[config.mk]
export PLATFORM = sky130hd
export DESIGN_NAME = psrl_rdiv
export DESIGN_NICKNAME = d
export VERILOG_FILES = /design/src/assert_macros.svh /design/src/psrl_pkg.sv /design/src/psrl_rdiv.sv
export SDC_FILE = /design/constraint.sdc
export NUM_CORES = 2
export LEC_CHECK = 0
export BUFFER_PORTS_ARGS = -buffer_cell sky130_fd_sc_hd__buf_4
export CAP_MARGIN = 0
export CORE_MARGIN = 4
export CORE_UTILIZATION = 65
export CTS_CLUSTER_DIAMETER = 50
export DETAILED_ROUTE_END_ITERATION = 10
export HOLD_SLACK_MARGIN = 0.15
export PLACE_DENSITY = 0.83
export SYNTH_ARGS = -nofsm -noshare
export SYNTH_HDL_FRONTEND = slang
export SYNTH_SLANG_ARGS = --single-unit
[constraint.sdc]
create_clock -name clk -period 13.4 [get_ports clk]
set_clock_uncertainty 0.15 [all_clocks]
set_input_delay 4.02 -clock clk [delete_from_list [all_inputs] [get_ports clk]]
set_output_delay 4.02 -clock clk [all_outputs]
set_load 0.02 [all_outputs]
[src/assert_macros.svh]
// Assertion macros shared by the rate limiter RTL.
// Depends on nothing; define ASSERT_OFF to compile the checks out.
`ifndef ASSERT_MACROS_SVH
`define ASSERT_MACROS_SVH

`ifndef ASSERT_OFF

// A condition that must hold at every clock edge out of reset.
`define ASSERT_ALWAYS(lbl, clk, rst, expr) \
  lbl: assert property (@(posedge clk) disable iff (rst) (expr)) \
    else $error("assertion failed");

// A consequent that must hold in the same cycle as its antecedent.
`define ASSERT_IMPLY(lbl, clk, rst, ante, cons) \
  lbl: assert property (@(posedge clk) disable iff (rst) (ante) |-> (cons)) \
    else $error("assertion failed");

// A consequent that must hold in the cycle after its antecedent.
`define ASSERT_NEXT(lbl, clk, rst, ante, cons) \
  lbl: assert property (@(posedge clk) disable iff (rst) (ante) |=> (cons)) \
    else $error("assertion failed");

`else

`define ASSERT_ALWAYS(lbl, clk, rst, expr)
`define ASSERT_IMPLY(lbl, clk, rst, ante, cons)
`define ASSERT_NEXT(lbl, clk, rst, ante, cons)

`endif

`endif

[src/psrl_pkg.sv]
// Shared types, constants and the reciprocal table of the rate limiter.
// Depends on nothing; used by every module of the block.
package psrl_pkg;

  // Table size and derived widths.
  localparam int MAX_USERS = 64;
  localparam int IDX_W     = (MAX_USERS > 1) ? $clog2(MAX_USERS) : 1;
  localparam int CNT_W     = $clog2(MAX_USERS + 1);

  // Field widths.
  localparam int DATA_W  = 32;
  localparam int COUNT_W = 16;
  localparam int PER_W   = 24;
  localparam int DIV_W   = 9;
  localparam int PMUL_W  = 4;
  localparam int NUM_W   = COUNT_W + PMUL_W;

  // Decay rule constants.
  localparam logic [DIV_W-1:0]   PERIOD_SECONDS = DIV_W'(360);
  localparam logic [COUNT_W-1:0] SMALL_COUNT    = COUNT_W'(10);
  localparam logic [PER_W-1:0]   CLEAR_PERIODS  = PER_W'(10);

  // floor(2^32 / 360): reciprocal of the period length.
  localparam logic [DATA_W-1:0] RECIP_PERIOD = DATA_W'(32'd11930464);

  // Result status codes.
  localparam logic [1:0] ST_ACCEPT     = 2'd0;
  localparam logic [1:0] ST_OVER_LIMIT = 2'd1;
  localparam logic [1:0] ST_TABLE_FULL = 2'd2;

  // One write into the user table.
  typedef struct packed {
    logic               user_we;
    logic               count_we;
    logic [IDX_W-1:0]   addr;
    logic [DATA_W-1:0]  user;
    logic [COUNT_W-1:0] count;
  } tbl_wr_t;

  // floor(2^32 / p) for the small period counts that need a true divide.
  function automatic logic [DATA_W-1:0] recip_of(input logic [PMUL_W-1:0] p);
    logic [DATA_W-1:0] r;
    case (p)
      4'd2:    r = 32'd2147483648;
      4'd3:    r = 32'd1431655765;
      4'd4:    r = 32'd1073741824;
      4'd5:    r = 32'd858993459;
      4'd6:    r = 32'd715827882;
      4'd7:    r = 32'd613566756;
      4'd8:    r = 32'd536870912;
      4'd9:    r = 32'd477218588;
      default: r = '0;
    endcase
    return r;
  endfunction

endpackage

[src/psrl_rdiv.sv]
// Shared divide unit: quotient and remainder by reciprocal multiply and one correction.
// Depends on psrl_pkg; start is registered into v1 and then into done, in step with the data.
module psrl_rdiv import psrl_pkg::*; (
  input  logic              clk,
  input  logic              rst,
  input  logic              start,
  input  logic [DATA_W-1:0] num,
  input  logic [DIV_W-1:0]  den,
  input  logic [DATA_W-1:0] recip,
  output logic              done,
  output logic [DATA_W-1:0] quot,
  output logic [DIV_W-1:0]  rem
);

  logic [2*DATA_W-1:0]     prod;
  logic [DATA_W-1:0]       num_q;
  logic [DIV_W-1:0]        den_q;
  logic                    v1;
  logic [DATA_W-1:0]       q0;
  logic [DATA_W+DIV_W-1:0] back_full;
  logic [DATA_W-1:0]       r0;
  logic [DATA_W-1:0]       r1;
  logic                    fix;

  // First stage: estimate the quotient with the reciprocal.
  always_ff @(posedge clk) begin
    prod  <= num * recip;
    num_q <= num;
    den_q <= den;
  end

  // The estimate is low by at most one, so one compare and subtract settles it.
  always_comb begin
    q0        = prod[2*DATA_W-1:DATA_W];
    back_full = q0 * den_q;
    r0        = num_q - back_full[DATA_W-1:0];
    r1        = r0 - DATA_W'(den_q);
    fix       = (r0 >= DATA_W'(den_q));
  end

  // Second stage: corrected quotient and remainder.
  always_ff @(posedge clk) begin
    quot <= fix ? q0 + 1'b1 : q0;
    rem  <= fix ? r1[DIV_W-1:0] : r0[DIV_W-1:0];
  end

  // Valid pipe beside the data.
  always_ff @(posedge clk) begin
    if (rst) begin
      v1   <= 1'b0;
      done <= 1'b0;
    end else begin
      v1   <= start;
      done <= v1;
    end
  end

endmodule

* Yosys cells after proc, flatten, opt, wreduce, memory -nomap -nowiden
Cells that the tools add are included.
** Operators by class
- Add/subtract/negate cells :: 3
- $mul :: 2
- Order comparisons :: 1
- Muxes and demuxes :: 2
** Operators with widths (number)
- multiplier 32 x 32 -> 64 bit :: 1
- adder 32 x 1 -> 32 bit (second input constant) :: 1
- >= comparator 32 x 9 -> 1 bit :: 1
- multiplier 32 x 9 -> 32 bit :: 1
- two-way mux 32 bit :: 1
- subtractor 32 bit :: 1
- two-way mux 9 bit :: 1
- subtractor 9 bit :: 1
** Storage, ports and cells
- Register bits after elaboration :: 148
- Bits of input ports :: 76
- Output and inout port bits :: 42
- Logic and storage cells :: 15

* Depth between registers and ports, before layout
- Depth after elaboration :: 4
- Gate-level depth with buffers :: 32
- Depth with buffers taken out :: 30

* Least setup slack after synthesis
OpenSTA, ideal clock, no wires.
- Path type :: input -> register
- Start point :: in num[16]
- End point :: reg prod[63]
- Setup time :: 0.072 ns
- Arrival time :: 11.014 ns
- Data required time :: 13.178 ns
- Path slack :: 2.164 ns
- Stages on the path :: 29
- Path buffers :: 1
- Cell sequence :: clkbuf_1 > and2_1 > fa_1 > inv_1 > fa_1 > fa_1 > fa_1 > inv_1 > fa_1 > inv_1 > fa_1 > inv_1 > fa_1 > inv_1 > fa_1 > inv_1 > ha_1 > and3_1 > nand2_1 > nor3_1 > a2111oi_2 > o221ai_1 > or3_1 > a311o_1 > nand3_1 > o21ai_1 > a21o_1 > a21oi_1 > xnor2_1
** Between the ends
- Cells in the longest elaborated chain, start to end :: 1
** RTL lines
- start, declared :: RTL line psrl_rdiv.sv:7 : input logic [DATA_W-1:0] num,
- multiplier 32 x 32 -> 64 bit :: RTL line psrl_rdiv.sv:27 : prod <= num * recip;
- end signal, assigned :: RTL line psrl_rdiv.sv:27
- end, declared :: RTL line psrl_rdiv.sv:15 : logic [2*DATA_W-1:0] prod;
Every way passes these cells.
A chain may end at the register's enable or synchronous reset.

* Worst setup path in the final report
- Start point :: in num[7]
- End point :: reg prod[63]
The elaborated chain is that of the path after synthesis.

==> impl_metrics.toml <==
[outcome]
status = "finished, final reports clean"

[synthesis]
synth-seq-cells = 116
syn_nets = 6262
yosysUniqueCellTypes = 71
synthCells = 4769
synth-main-ff-cell = "dfxtp_1"
yosysWarnings = 0
netlist_area_um2 = 44000
synth-async-reset-ratio_pct = 0
synth_edf_count = 0
syn_area_per_cell_um2 = 9.23
synth-seq-area-share_pct = 5.28

[place]
io_buffers = 117
place_congestion = 0.950
dpl_worst_slack_ns = 1.22
hpwl_um = 85700

[timing]
max_freq_mhz = 84.6
worst_slack_ns = 1.58
hold_viol_final = 0
worst_pin_slew_ns = 1.01
timing.final.crit_share_pct = 88.2
finalCriticalPeriod_ns = 11.82
max-slew-margin-rel_pct = 32.9
setup-tns-final_ns = 0
rsz0062_at_grt = "no"
setup_viol = 0
drv_slew = 0

[floorplan]
die_area_um2 = 71900
coreArea_um2 = 67200
io_pins = 118
dieHeight_um = 268
die_width_um = 268
initial_core_util_pct = 65.5
num_rows = 95

[route]
met3_wirelength_um = 9380
drc = 0
drt_iter0_drc = 2525
wl_met1_um = 42300
avgViaCountPerCell = 5.81
drtPass1Iterations = 6
wl_um = 114000
routed.top_layer = "met4"
antenna_left = 0
detail_route.wl_per_cell_um = 20.6
wl_met2_um = 57000
vias = 32200

[cells_and_area]
final_util_pct = 68.0
drive_gt1_share_pct = 3.88
nFillCells = 5047
design.final.nets = 6150
synthToLayoutAreaGrowth_pct = 3.76

[min_path]
min-delay-start = "v1"
hp-class = "flip-flop to flip-flop"
hold_depth = 1

[critical_path]
critical_path_required_ns = 13.62
slowest_delay_ns = 0.55
critPathMostFrequentCell = "fa_1"
worstSetupPathType = "primary input to flip-flop"
worst_setup_path_end_kind = "flip-flop"
crit_path_start_kind = "primary input"
cp.depth = 28
cp.arrival_ns = 12.04
crit_fanout = 33
r2r_cells = 25
reg2reg_from = "den_q[4]"
cpMaxStageDelayCell = "fa_1"
cpLargestDelayFamily = "adder cells"
critPathBufInv = 6
critPathLaunch = "num[7]"

[cts]
cts_setup_buffers = 0
insertion_delay_ns = 0.44
cts_resized = 0
cts.sinks = 116
hold_buffers = 0
clk_root_buffer_cell = "clkbuf_16"
cts_max_level = 4
cts_tree = "built"
cts_buffer_depth = 2
numCtsBuffers = 17
path_clk_slew_ns = 0.06

[global_routing]
overflow = 0
grt_use_total_pct = 33.7
grt_max_degree = 49
grt_antenna_before_repair = 0
grt_pass1_vias = 36300
grt_pass1_wl_um = 189000

[flow_run]
maxCapViolations = 0
==> worst reg2reg max path: stages, from the launching register on <==
cell,delay [ns]
dfxtp_1,0.98
and2_1,0.28
fa_1,0.43
ha_1,0.32
ha_1,0.28
inv_1,0.04
fa_1,0.47
inv_1,0.05
fa_1,0.48
inv_1,0.05
ha_1,0.33
o21a_1,0.19
a21o_2,0.21
a21oi_1,0.17
xnor2_1,0.12
ha_1,0.25
a2111oi_0,0.57
o2111ai_1,0.29
a2111oi_2,0.27
nor4b_1,0.33
nand4_1,0.24
nor4_1,0.32
nand4_1,0.33
a2111oi_4,0.41
buf_4,0.53
mux2_1,0.45
==> registers in the layout, summed over array words and instances, names as in the netlist <==
register,count
num_q,32
prod,32
quot,32
den_q,9
rem,9
done,1
v1,1
==> per-stage QoR <==
stage | hold slack [ns] | instance area (um^2) | std cells
floorplan | 0.264 | 44000 | 4769
finish | 0.286 | 45700 | 5545
global placement | 0.267 | 45000 | 5511
global route | 0.301 | 45700 | 5543
detailed placement | 0.281 | 45000 | 5511
CTS | 0.287 | 45700 | 5543
==> final cells by class <==
class | count | area, um^2 | share of cell area [%]
Timing Repair Buffer | 128 | 961 | 2.10
Inverter | 1116 | 4190 | 9.17
Clock buffer | 18 | 439 | 0.962
Clock inverter | 14 | 189 | 0.414
Multi-Input combinational cell | 3278 | 36500 | 79.9
Antenna cell | 2 | 5.00 | 0.0110
Tap cell | 873 | 1090 | 2.39
Sequential cell | 116 | 2320 | 5.09
==> placed cells by master, fill, tap and decap left out, drive strengths merged, types with 56 or more instances in the layout <==
master,n
a21oi,68
and2,744
buf,128
dfxtp,116
fa,1102
ha,315
inv,1122
nand2,593
xor2,56
==> routing by layer <==
metal / GRT usage (%) / vias to the layer above
met2: 57.2 / 1591
li1: - / 13500
met5: 0 / -
met1: 42.6 / 16600
met4: 15.6 / 0
met3: 5.69 / 425
==> logic make-up after synthesis <==
kind of cell    count (synthesis)  synth area share, %
flops                         116                 5.28
simple gates                 1511                 17.9
buf+inv                      1375                 11.9
xor+xnor                      109                 2.17
mux                             5                0.122
compound gates                236                 3.56
fa+ha+maj                    1417                 59.1
==> synthesized netlist by cell type, drive strengths merged (4+ instances only) <==
master / number / area share [%]
inv: 1115 / 9.5
fa: 1102 / 50
and2: 744 / 11
nand2: 593 / 5.1
ha: 315 / 9.0
clkbuf: 241 / 2.1
dfxtp: 116 / 5.3
a21oi: 68 / 0.83
xor2: 56 / 1.1
nor2: 55 / 0.49
o21ai: 55 / 0.63
xnor2: 53 / 1.1
a21o: 33 / 0.57
nor3: 22 / 0.25
buf: 18 / 0.32
nand4: 17 / 0.24
nand3: 13 / 0.15
and3: 12 / 0.17
a211oi: 11 / 0.20
o21a: 11 / 0.19
and4: 10 / 0.20
nor3b: 10 / 0.17
o211ai: 10 / 0.18
nor4b: 8 / 0.16
a31oi: 7 / 0.13
nand2b: 7 / 0.10
nor2b: 7 / 0.10
o21bai: 7 / 0.12
a2111oi: 4 / 0.12
==> path summary, 6_finish.rpt <==
check / to / slack, ns
max: prod[63] / 1.58
min: done / 0.29
max reg2reg: rem[1] / 4.77
min reg2reg: done / 0.29
Power is not shown: default switching activity piles up to over one toggle a cycle in this logic, so the estimate is an artifact.
